<file path="config.mk">
export PLATFORM = sky130hd
export DESIGN_NAME = hsl_to_rgb_converter_flat
export DESIGN_NICKNAME = d
export VERILOG_FILES = /design/src/sv/hsl2rgb_pkg.sv /design/src/sv/hsl2rgb_hsl_if.sv /design/src/sv/hsl2rgb_rgb_if.sv /design/src/sv/hsl_to_rgb_converter.sv /design/src/flat_wrapper.sv
export SDC_FILE = /design/constraint.sdc
export NUM_CORES = 2
export LEC_CHECK = 0
export ABC_AREA = 1
export ABC_CLOCK_PERIOD_IN_PS = 30300
export BUFFER_PORTS_ARGS = -buffer_cell sky130_fd_sc_hd__buf_2
export CAP_MARGIN = 10
export CORE_ASPECT_RATIO = 0.7
export CORE_MARGIN = 2
export CORE_UTILIZATION = 51
export DETAILED_ROUTE_END_ITERATION = 10
export PLACE_DENSITY_LB_ADDON = 0.12
export SYNTH_ARGS = -nofsm -noshare
export SYNTH_HDL_FRONTEND = slang
export SYNTH_SLANG_ARGS = --single-unit
</file>
<file path="constraint.sdc">
create_clock -name i_clk -period 30.3 [get_ports i_clk]
set_input_delay 0 -clock i_clk [delete_from_list [all_inputs] [get_ports i_clk]]
set_output_delay 0 -clock i_clk [all_outputs]
set_load 0.01 [all_outputs]
</file>
<file path="src/sv/hsl2rgb_pkg.sv">
`default_nettype none

package hsl2rgb_pkg;

    // payload widths of the two channels
    localparam int unsigned IN_W  = 16;
    localparam int unsigned OUT_W = 8;

    // color channels, in output order
    localparam int unsigned NUM_CH = 3;
    localparam int unsigned CH_RED   = 0;
    localparam int unsigned CH_GREEN = 1;
    localparam int unsigned CH_BLUE  = 2;

    // register stages from input to output
    localparam int unsigned STAGES = 6;

    // largest channel value
    localparam logic [OUT_W-1:0] OUT_MAX = 8'hFF;

    // piece of the hue curve a channel falls on
    typedef enum logic [1:0] {
        SEG_RISE,
        SEG_HIGH,
        SEG_FALL,
        SEG_LOW
    } t_seg;

endpackage

`default_nettype wire

</file>
<file path="src/sv/hsl2rgb_hsl_if.sv">
`default_nettype none

interface hsl2rgb_hsl_if;

    logic                         valid;
    logic                         ready;
    logic [hsl2rgb_pkg::IN_W-1:0] hue;
    logic [hsl2rgb_pkg::IN_W-1:0] saturation;
    logic [hsl2rgb_pkg::IN_W-1:0] lightness;

    modport source (
        output valid,
        output hue,
        output saturation,
        output lightness,
        input  ready
    );

    modport sink (
        input  valid,
        input  hue,
        input  saturation,
        input  lightness,
        output ready
    );

endinterface

`default_nettype wire

</file>
<file path="src/sv/hsl2rgb_rgb_if.sv">
`default_nettype none

interface hsl2rgb_rgb_if;

    logic                          valid;
    logic                          ready;
    logic [hsl2rgb_pkg::OUT_W-1:0] red;
    logic [hsl2rgb_pkg::OUT_W-1:0] green;
    logic [hsl2rgb_pkg::OUT_W-1:0] blue;

    modport source (
        output valid,
        output red,
        output green,
        output blue,
        input  ready
    );

    modport sink (
        input  valid,
        input  red,
        input  green,
        input  blue,
        output ready
    );

endinterface

`default_nettype wire

</file>
<file path="src/sv/hsl_to_rgb_converter.sv">
`default_nettype none

// HSL to RGB color converter. Hue, saturation and lightness come in as unsigned
// fractions with FRAC_BITS fraction bits (values above 1.0 are clamped to 1.0); red,
// green and blue go out as floor(255 * channel), saturated at 255. The block is a
// six-stage pipeline that takes one beat in every clock cycle while the output is
// not stalled; each beat passes the clamp, product, p/q, ramp, sum and scale stages
// in order. Among them are two multiplier stages (lightness times saturation, then
// the ramp slope times the hue offset for each of the three channels) and the wide
// multiply-by-255 stage. Each stage holds its beat while the next one is full, so a
// stall on the output only backs up as far as needed and no beat is lost or
// repeated. The block keeps no state between beats.
module hsl_to_rgb_converter #(
    parameter int unsigned FRAC_BITS = 15
) (
    input  logic                  i_clk,
    input  logic                  i_rst_n,
    hsl2rgb_hsl_if.sink           i_hsl,
    hsl2rgb_rgb_if.source         o_rgb
);

    // value, hue and product widths
    localparam int unsigned VW = FRAC_BITS + 1;
    localparam int unsigned XW = (VW > hsl2rgb_pkg::IN_W) ? VW : hsl2rgb_pkg::IN_W;
    localparam int unsigned HW = FRAC_BITS + 4;
    localparam int unsigned PW = 2 * VW;
    localparam int unsigned MW = PW + 8;
    localparam int unsigned CW = MW - 2 * FRAC_BITS;
    localparam int unsigned NS = hsl2rgb_pkg::STAGES;
    localparam int unsigned NC = hsl2rgb_pkg::NUM_CH;

    localparam logic [XW-1:0] X_ONE   = XW'(1) << FRAC_BITS;
    localparam logic [VW-1:0] V_ONE   = VW'(1) << FRAC_BITS;
    localparam logic [VW:0]   L_ONE   = (VW + 1)'(1) << FRAC_BITS;
    localparam logic [HW-1:0] H_ONE   = HW'(1) << FRAC_BITS;
    localparam logic [HW-1:0] H_TWO   = HW'(2) << FRAC_BITS;
    localparam logic [HW-1:0] H_THREE = HW'(3) << FRAC_BITS;
    localparam logic [HW-1:0] H_FOUR  = HW'(4) << FRAC_BITS;
    localparam logic [HW-1:0] H_SIX   = HW'(6) << FRAC_BITS;
    localparam logic [PW-1:0] P_RND   = (PW'(1) << FRAC_BITS) - PW'(1);
    localparam logic [CW-1:0] C_MAX   = CW'(hsl2rgb_pkg::OUT_MAX);

    // clamp an input fraction to one
    function automatic logic [VW-1:0] clamp_in(input logic [hsl2rgb_pkg::IN_W-1:0] v);
        logic [XW-1:0] w;
        w = XW'(v);
        if (w > X_ONE) begin
            w = X_ONE;
        end
        return w[VW-1:0];
    endfunction

    // pipeline flow control
    logic [NS-1:0] r_vld;
    logic [NS-1:0] n_vld;
    logic [NS-1:0] stage_en;

    // stage 1: clamped inputs
    logic [VW-1:0] r_s1_h, r_s1_s, r_s1_l;
    logic [VW-1:0] n_s1_h, n_s1_s, n_s1_l;

    // stage 2: lightness times saturation, channel hues
    logic [PW-1:0] r_s2_ls, n_s2_ls;
    logic [VW-1:0] r_s2_l, r_s2_s;
    logic          r_s2_lo, n_s2_lo;
    logic [HW-1:0] r_s2_h6 [NC];
    logic [HW-1:0] n_s2_h6 [NC];
    logic [HW-1:0] h6_base;
    logic [HW-1:0] h6_red;

    // stage 3: p, q and slope, segment and hue offset per channel
    logic [VW-1:0] r_s3_p, r_s3_q, r_s3_d;
    logic [VW-1:0] n_s3_p, n_s3_q, n_s3_d;
    hsl2rgb_pkg::t_seg r_s3_seg [NC];
    hsl2rgb_pkg::t_seg n_s3_seg [NC];
    logic [VW-1:0] r_s3_t [NC];
    logic [VW-1:0] n_s3_t [NC];
    logic [PW-1:0] ls_ceil;
    logic [VW:0]   q_wide;
    logic [VW:0]   p_wide;
    logic [HW-1:0] t_fall [NC];

    // stage 4: base level and ramp product per channel
    logic [VW-1:0] r_s4_base [NC];
    logic [VW-1:0] n_s4_base [NC];
    logic [PW-1:0] r_s4_prod [NC];
    logic [PW-1:0] n_s4_prod [NC];

    // stage 5: channel accumulator
    logic [PW-1:0] r_s5_acc [NC];
    logic [PW-1:0] n_s5_acc [NC];

    // stage 6: scaled 8-bit channels
    logic [hsl2rgb_pkg::OUT_W-1:0] r_s6_c [NC];
    logic [hsl2rgb_pkg::OUT_W-1:0] n_s6_c [NC];
    logic [MW-1:0] scaled [NC];
    logic [CW-1:0] chan   [NC];

    // a stage takes a beat when it is empty or its beat moves on
    always_comb begin
        stage_en[NS-1] = !r_vld[NS-1] || o_rgb.ready;
        for (int k = NS - 2; k >= 0; k--) begin
            stage_en[k] = !r_vld[k] || stage_en[k+1];
        end
        n_vld[0] = i_hsl.valid;
        for (int k = 1; k < NS; k++) begin
            n_vld[k] = r_vld[k-1];
        end
    end

    always_ff @(posedge i_clk) begin
        if (!i_rst_n) begin
            r_vld <= '0;
        end else begin
            for (int k = 0; k < NS; k++) begin
                if (stage_en[k]) begin
                    r_vld[k] <= n_vld[k];
                end
            end
        end
    end

    assign i_hsl.ready = stage_en[0];

    // stage 1: clamp
    always_comb begin
        n_s1_h = clamp_in(i_hsl.hue);
        n_s1_s = clamp_in(i_hsl.saturation);
        n_s1_l = clamp_in(i_hsl.lightness);
    end

    always_ff @(posedge i_clk) begin
        if (stage_en[0]) begin
            r_s1_h <= n_s1_h;
            r_s1_s <= n_s1_s;
            r_s1_l <= n_s1_l;
        end
    end

    // stage 2: product l*s, six times hue with per-channel offset and wrap
    always_comb begin
        n_s2_ls = PW'(r_s1_l) * PW'(r_s1_s);
        n_s2_lo = ({1'b0, r_s1_l} << 1) < L_ONE;
        h6_base = (HW'(r_s1_h) << 2) + (HW'(r_s1_h) << 1);
        h6_red  = h6_base + H_TWO;
        n_s2_h6[hsl2rgb_pkg::CH_RED]   = (h6_red > H_SIX) ? (h6_red - H_SIX) : h6_red;
        n_s2_h6[hsl2rgb_pkg::CH_GREEN] = h6_base;
        n_s2_h6[hsl2rgb_pkg::CH_BLUE]  = (h6_base < H_TWO) ? (h6_base + H_FOUR)
                                                            : (h6_base - H_TWO);
    end

    always_ff @(posedge i_clk) begin
        if (stage_en[1]) begin
            r_s2_ls <= n_s2_ls;
            r_s2_l  <= r_s1_l;
            r_s2_s  <= r_s1_s;
            r_s2_lo <= n_s2_lo;
            r_s2_h6 <= n_s2_h6;
        end
    end

    // stage 3: q = l + floor(ls) below half, l + s - ceil(ls) otherwise; p = 2l - q
    always_comb begin
        ls_ceil = (r_s2_ls + P_RND) >> FRAC_BITS;
        if (r_s2_lo) begin
            q_wide = (VW + 1)'(r_s2_l) + (VW + 1)'(r_s2_ls >> FRAC_BITS);
        end else begin
            q_wide = (VW + 1)'(r_s2_l) + (VW + 1)'(r_s2_s) - (VW + 1)'(ls_ceil);
        end
        n_s3_q = q_wide[VW-1:0];
        p_wide = ((VW + 1)'(r_s2_l) << 1) - (VW + 1)'(n_s3_q);
        n_s3_p = p_wide[VW-1:0];
        n_s3_d = n_s3_q - n_s3_p;
        for (int c = 0; c < NC; c++) begin
            t_fall[c] = H_FOUR - r_s2_h6[c];
            if (r_s2_h6[c] < H_ONE) begin
                n_s3_seg[c] = hsl2rgb_pkg::SEG_RISE;
                n_s3_t[c]   = r_s2_h6[c][VW-1:0];
            end else if (r_s2_h6[c] < H_THREE) begin
                n_s3_seg[c] = hsl2rgb_pkg::SEG_HIGH;
                n_s3_t[c]   = '0;
            end else if (r_s2_h6[c] < H_FOUR) begin
                n_s3_seg[c] = hsl2rgb_pkg::SEG_FALL;
                n_s3_t[c]   = t_fall[c][VW-1:0];
            end else begin
                n_s3_seg[c] = hsl2rgb_pkg::SEG_LOW;
                n_s3_t[c]   = '0;
            end
        end
    end

    always_ff @(posedge i_clk) begin
        if (stage_en[2]) begin
            r_s3_p   <= n_s3_p;
            r_s3_q   <= n_s3_q;
            r_s3_d   <= n_s3_d;
            r_s3_seg <= n_s3_seg;
            r_s3_t   <= n_s3_t;
        end
    end

    // stage 4: base level and slope times hue offset
    always_comb begin
        for (int c = 0; c < NC; c++) begin
            unique case (r_s3_seg[c])
                hsl2rgb_pkg::SEG_HIGH: n_s4_base[c] = r_s3_q;
                hsl2rgb_pkg::SEG_RISE,
                hsl2rgb_pkg::SEG_FALL,
                hsl2rgb_pkg::SEG_LOW:  n_s4_base[c] = r_s3_p;
                default:               n_s4_base[c] = r_s3_p;
            endcase
            n_s4_prod[c] = PW'(r_s3_d) * PW'(r_s3_t[c]);
        end
    end

    always_ff @(posedge i_clk) begin
        if (stage_en[3]) begin
            r_s4_base <= n_s4_base;
            r_s4_prod <= n_s4_prod;
        end
    end

    // stage 5: channel fraction at double precision
    always_comb begin
        for (int c = 0; c < NC; c++) begin
            n_s5_acc[c] = (PW'(r_s4_base[c]) << FRAC_BITS) + r_s4_prod[c];
        end
    end

    always_ff @(posedge i_clk) begin
        if (stage_en[4]) begin
            r_s5_acc <= n_s5_acc;
        end
    end

    // stage 6: times 255, truncate, saturate
    always_comb begin
        for (int c = 0; c < NC; c++) begin
            scaled[c] = (MW'(r_s5_acc[c]) << 8) - MW'(r_s5_acc[c]);
            chan[c]   = scaled[c][2*FRAC_BITS +: CW];
            n_s6_c[c] = (chan[c] > C_MAX) ? hsl2rgb_pkg::OUT_MAX
                                          : chan[c][hsl2rgb_pkg::OUT_W-1:0];
        end
    end

    always_ff @(posedge i_clk) begin
        if (stage_en[5]) begin
            r_s6_c <= n_s6_c;
        end
    end

    // output beat
    assign o_rgb.valid = r_vld[NS-1];
    assign o_rgb.red   = r_s6_c[hsl2rgb_pkg::CH_RED];
    assign o_rgb.green = r_s6_c[hsl2rgb_pkg::CH_GREEN];
    assign o_rgb.blue  = r_s6_c[hsl2rgb_pkg::CH_BLUE];

`ifndef ASSERT_OFF
    // reset empties every stage
    a_flush: assert property (@(posedge i_clk) !i_rst_n |=> (r_vld == '0))
        else $error("pipeline not empty after reset");

    // wrapped channel hues stay within one turn
    a_hue_wrap: assert property (@(posedge i_clk) disable iff (!i_rst_n)
        r_vld[1] |-> (r_s2_h6[0] <= H_SIX) && (r_s2_h6[1] <= H_SIX)
                     && (r_s2_h6[2] <= H_SIX))
        else $error("channel hue out of range");

    // q never exceeds one
    a_q_range: assert property (@(posedge i_clk) disable iff (!i_rst_n)
        r_vld[2] |-> (r_s3_q <= V_ONE))
        else $error("q above one");

    // p never exceeds q, so the slope is non-negative
    a_pq_order: assert property (@(posedge i_clk) disable iff (!i_rst_n)
        r_vld[2] |-> (r_s3_p <= r_s3_q))
        else $error("p above q");
`endif

endmodule

`default_nettype wire
</file>
<file path="src/flat_wrapper.sv">
// flat-port wrapper written by rule: the top's interface ports become plain ports
module hsl_to_rgb_converter_flat 
#(
    parameter int unsigned FRAC_BITS = 15
)
  (i_clk, i_rst_n, i_hsl_valid, i_hsl_hue, i_hsl_saturation, i_hsl_lightness, i_hsl_ready, o_rgb_valid, o_rgb_red, o_rgb_green, o_rgb_blue, o_rgb_ready);
  hsl2rgb_hsl_if i_hsl_i ();
  hsl2rgb_rgb_if o_rgb_i ();
  input  logic i_clk;
  input  logic i_rst_n;
  input wire logic [$bits(i_hsl_i.valid)-1:0] i_hsl_valid;
  input wire logic [$bits(i_hsl_i.hue)-1:0] i_hsl_hue;
  input wire logic [$bits(i_hsl_i.saturation)-1:0] i_hsl_saturation;
  input wire logic [$bits(i_hsl_i.lightness)-1:0] i_hsl_lightness;
  output wire logic [$bits(i_hsl_i.ready)-1:0] i_hsl_ready;
  output wire logic [$bits(o_rgb_i.valid)-1:0] o_rgb_valid;
  output wire logic [$bits(o_rgb_i.red)-1:0] o_rgb_red;
  output wire logic [$bits(o_rgb_i.green)-1:0] o_rgb_green;
  output wire logic [$bits(o_rgb_i.blue)-1:0] o_rgb_blue;
  input wire logic [$bits(o_rgb_i.ready)-1:0] o_rgb_ready;
  assign i_hsl_i.valid = i_hsl_valid;
  assign i_hsl_i.hue = i_hsl_hue;
  assign i_hsl_i.saturation = i_hsl_saturation;
  assign i_hsl_i.lightness = i_hsl_lightness;
  assign i_hsl_ready = i_hsl_i.ready;
  assign o_rgb_valid = o_rgb_i.valid;
  assign o_rgb_red = o_rgb_i.red;
  assign o_rgb_green = o_rgb_i.green;
  assign o_rgb_blue = o_rgb_i.blue;
  assign o_rgb_i.ready = o_rgb_ready;
  hsl_to_rgb_converter #(.FRAC_BITS(FRAC_BITS)) u_core (.i_clk(i_clk), .i_rst_n(i_rst_n), .i_hsl(i_hsl_i), .o_rgb(o_rgb_i));
endmodule
</file>
==> out/metrics.yaml <==
drive_gt1_share_pct: 4.56
crit_path_start_kind: "flop"
synthCells: 6480
drt_wl_total_mm: 146
swShare_pct: 51.7
yosys.area_share.adder_pct: 38.9
rsz0062_at_grt: "no"
setup_violations: 0
root_buffer: "clkbuf_16"
grt_pass1_wl_mm: 235
hold_path.startpoint: "i_hsl_saturation[15]"
slew_headroom_pct: 5.95
detail-route-antenna-nets: 0
layout_commonest_cell: "inv_1"
wire_per_inst_um: 18.3
drv_cap: 0
status: "finished clean"
report.final.slew_viol_count: 0
numCtsBuffers: 55
clk_latency_ns: 0.67
fin_nets: 7899
gp_congestion: 0.923
setup_tns_ns: 0
crit_path_cell_trace: "buf_4, nand2_1, fa_1, fa_1, inv_1, fa_1, inv_1, fa_1, fa_1, inv_1, fa_1, ha_1, a21oi_1, o21ai_0, a21oi_1, o21bai_1, nand3_1, nand2_1, xor2_1"
ys_ff_latch: 489
rows: 102
synth_cell_type_count: 56
htree_levels: 2
drt_first_pass_iters: 6
grt_max_degree: 68
synth_edf_count: 483
drc: 0
via_per_inst: 5.19
crit_slowest_cell: "edfxtp_1"
antenna_found_initial: 15
ir_drop_uv: 104
final_area_mm2: 0.0615
cp_max_fo: 27
finalCritPeriodShare_pct: 24.7
max_stage_delay_ns: 0.91
ys.flop_type: "edfxtp_1"
grt_pass1_vias: 42088
hp-class: "in2reg"
path_class: "reg2reg"
netlist_area_mm2: 0.0573
initial_core_util_pct: 51.6
tightest_slew_ns: 1.40
internal_power_w: 0.00298
hold_violations: 0
final_cell_mix: "1573 x inv_1, 1536 x nand2_1, 741 x fa_1"
yosys_warnings: 0
route.vias.total: 41626
io_buffers: 77
dieArea_mm2: 0.115
die_h_um: 284
synthArstFlopShare_pct: 0
seqPwrFrac_pct: 22.9
synth_compound_area_share_pct: 5.60
areaGrowthSynthToFinish_pct: 7.37
power_density_mw_per_mm2: 100
drt-initial-drc-count: 3704
critPathRequiredTime_ns: 30.63
power_frac_comb_pct: 65.4
fin_crit_ns: 7.47
synth.avg_cell_area_um2: 8.84
dp_slack_ns: 23.08
clockPowerShare_pct: 11.7
yosys.area_share.simple_pct: 14.8
crit_path_end_kind: "flop"
fillers: 10153
arrival_ns: 7.80
r2r_cells: 19
holdPathStages: 2
muxShareOfSynthArea_pct: 0
fmax_mhz: 134
grt.overflow.total: 0
die-width_um: 405
clockBufferDepth: 3
clk_pin_slew_ns: 0.07
power_leakage_nw: 32.5
synth_top_family_by_area: "adder cells"
cts_sinks: 489
r2r-start: "u_core.r_s3_d[8]"
hpwl_mm: 116
yosysSeqAreaShare_pct: 25.5
cts_setup_buffers: 0
setup_slack_ns: 22.83
grt_util_all_layers_pct: 26.2
crit_path_frequent_cell: "fa_1"
ios: 78
synth_xor_area_share_pct: 3.44
core-area_mm2: 0.111
post_dp_cell_area_mm2: 0.0590
cts_tree: "built"
skew_ns: 0.0448
startpoint: "u_core.r_s3_d[8]"
switchingPower_w: 0.00319
[critical path: cells and delay by family (launching register included)]
kind | cells | cell delay [ns]
compound gates | 4 | 1.07
xor+xnor | 1 | 0.69
fa+ha+maj | 7 | 3.37
buf+inv | 4 | 0.68
flops | 1 | 0.91
simple gates | 3 | 0.37
[metrics by stage]
step	total power, W	hold WS, ns	instances	util [%]
global route	0.00677	0.0692	8013	55.4
CTS	0.00614	0.0295	8012	55.4
detailed placement	0.00538	0.192	7857	53.2
floorplan	0.00409	0.134	6504	-
global placement	0.00533	0.192	7857	53.2
finish	0.00617	0.0723	8016	55.4
[per-layer routing]
layer	vias up	part of all wire, %	GRT usage (%)
met4	8	1.4	4.19
li1	19936	-	-
met5	-	0.042	0
met3	147	11	7.79
met2	1480	38	35.4
met1	20055	49	41.6
[registers in the layout, summed over array words and instances (netlist names), 8 cells and up]
register            flops
u_core.r_s3_p          15
u_core.r_s3_d          15
u_core.r_s2_h6         24
u_core.r_s3_t          45
u_core.r_s2_ls         31
u_core.r_s4_base       46
u_core.r_s1_l          16
u_core.r_s3_q          16
u_core.r_s5_acc        90
u_core.o_rgb.blue       8
u_core.r_s4_prod       90
u_core.o_rgb.green      8
u_core.r_s2_s          16
u_core.r_s1_s          16
u_core.r_s2_l          16
u_core.o_rgb.red        8
u_core.r_s1_h          16
[power groups by stage]
stage	Sequential, W	Combinational [W]	Clock (W)
after floorplan	0.00126	0.00283	0
after global placement	0.00142	0.00392	0
after detailed placement	0.00142	0.00396	0
after CTS	0.00141	0.00399	0.000739
after global routing	0.00144	0.00457	0.000763
final	0.00141	0.00404	0.000722
[worst paths after layout]
path	to	slack (ns)
setup / recovery	u_core.r_s4_prod[88]	22.83
hold / removal	u_core.r_s1_s[15]	0.07
setup reg to reg	u_core.r_s4_prod[88]	22.83
hold reg to reg	u_core.r_s5_acc[9]	0.42
[what timing repair did]
item                       4_1_cts  5_1_grt
hold endpoints to repair        54        0
hold buffers                    52        0
gates resized for setup          0        0
setup endpoints to repair        0        0
[final cells by class]
class / instances / area [um^2] / area share (%)
Sequential cell: 489 / 14600 / 23.8
Multi-Input combinational cell: 4222 / 36000 / 58.6
Antenna cell: 3 / 7.51 / 0.0122
Clock buffer: 57 / 1380 / 2.25
Inverter: 1584 / 5950 / 9.68
Timing Repair Buffer: 159 / 1140 / 1.86
Clock inverter: 46 / 553 / 0.899
Tap cell: 1456 / 1820 / 2.96
[cell usage after synthesis, drive strengths merged (13+ instances only)]
cell type  number  area share (%)
inv          1583              10
nand2        1567              10
fa            741              26
ha            595              13
edfxtp        483              25
a21oi         276             2.5
clkbuf        207             1.4
nor2          207             1.4
nand3         176             1.7
o21ai         165             1.5
xor2          150             2.3
xnor2          75             1.1
o22ai          39            0.43
nand4          36            0.42
nor4           26            0.28
nor3           24            0.22
o21bai         16            0.21
a21o           14            0.18
or2            13            0.14
[cells by family after synthesis]
group                    Yosys count
XOR/XNOR                         225
other                              2
buffers and inverters           1793
AND/OR/NAND/NOR                 2062
AO/OA/AOI/OAI                    573
adder cells (fa/ha/maj)         1336
flip-flops                       489
No activity file was read; power rests on OpenSTA's default activity.
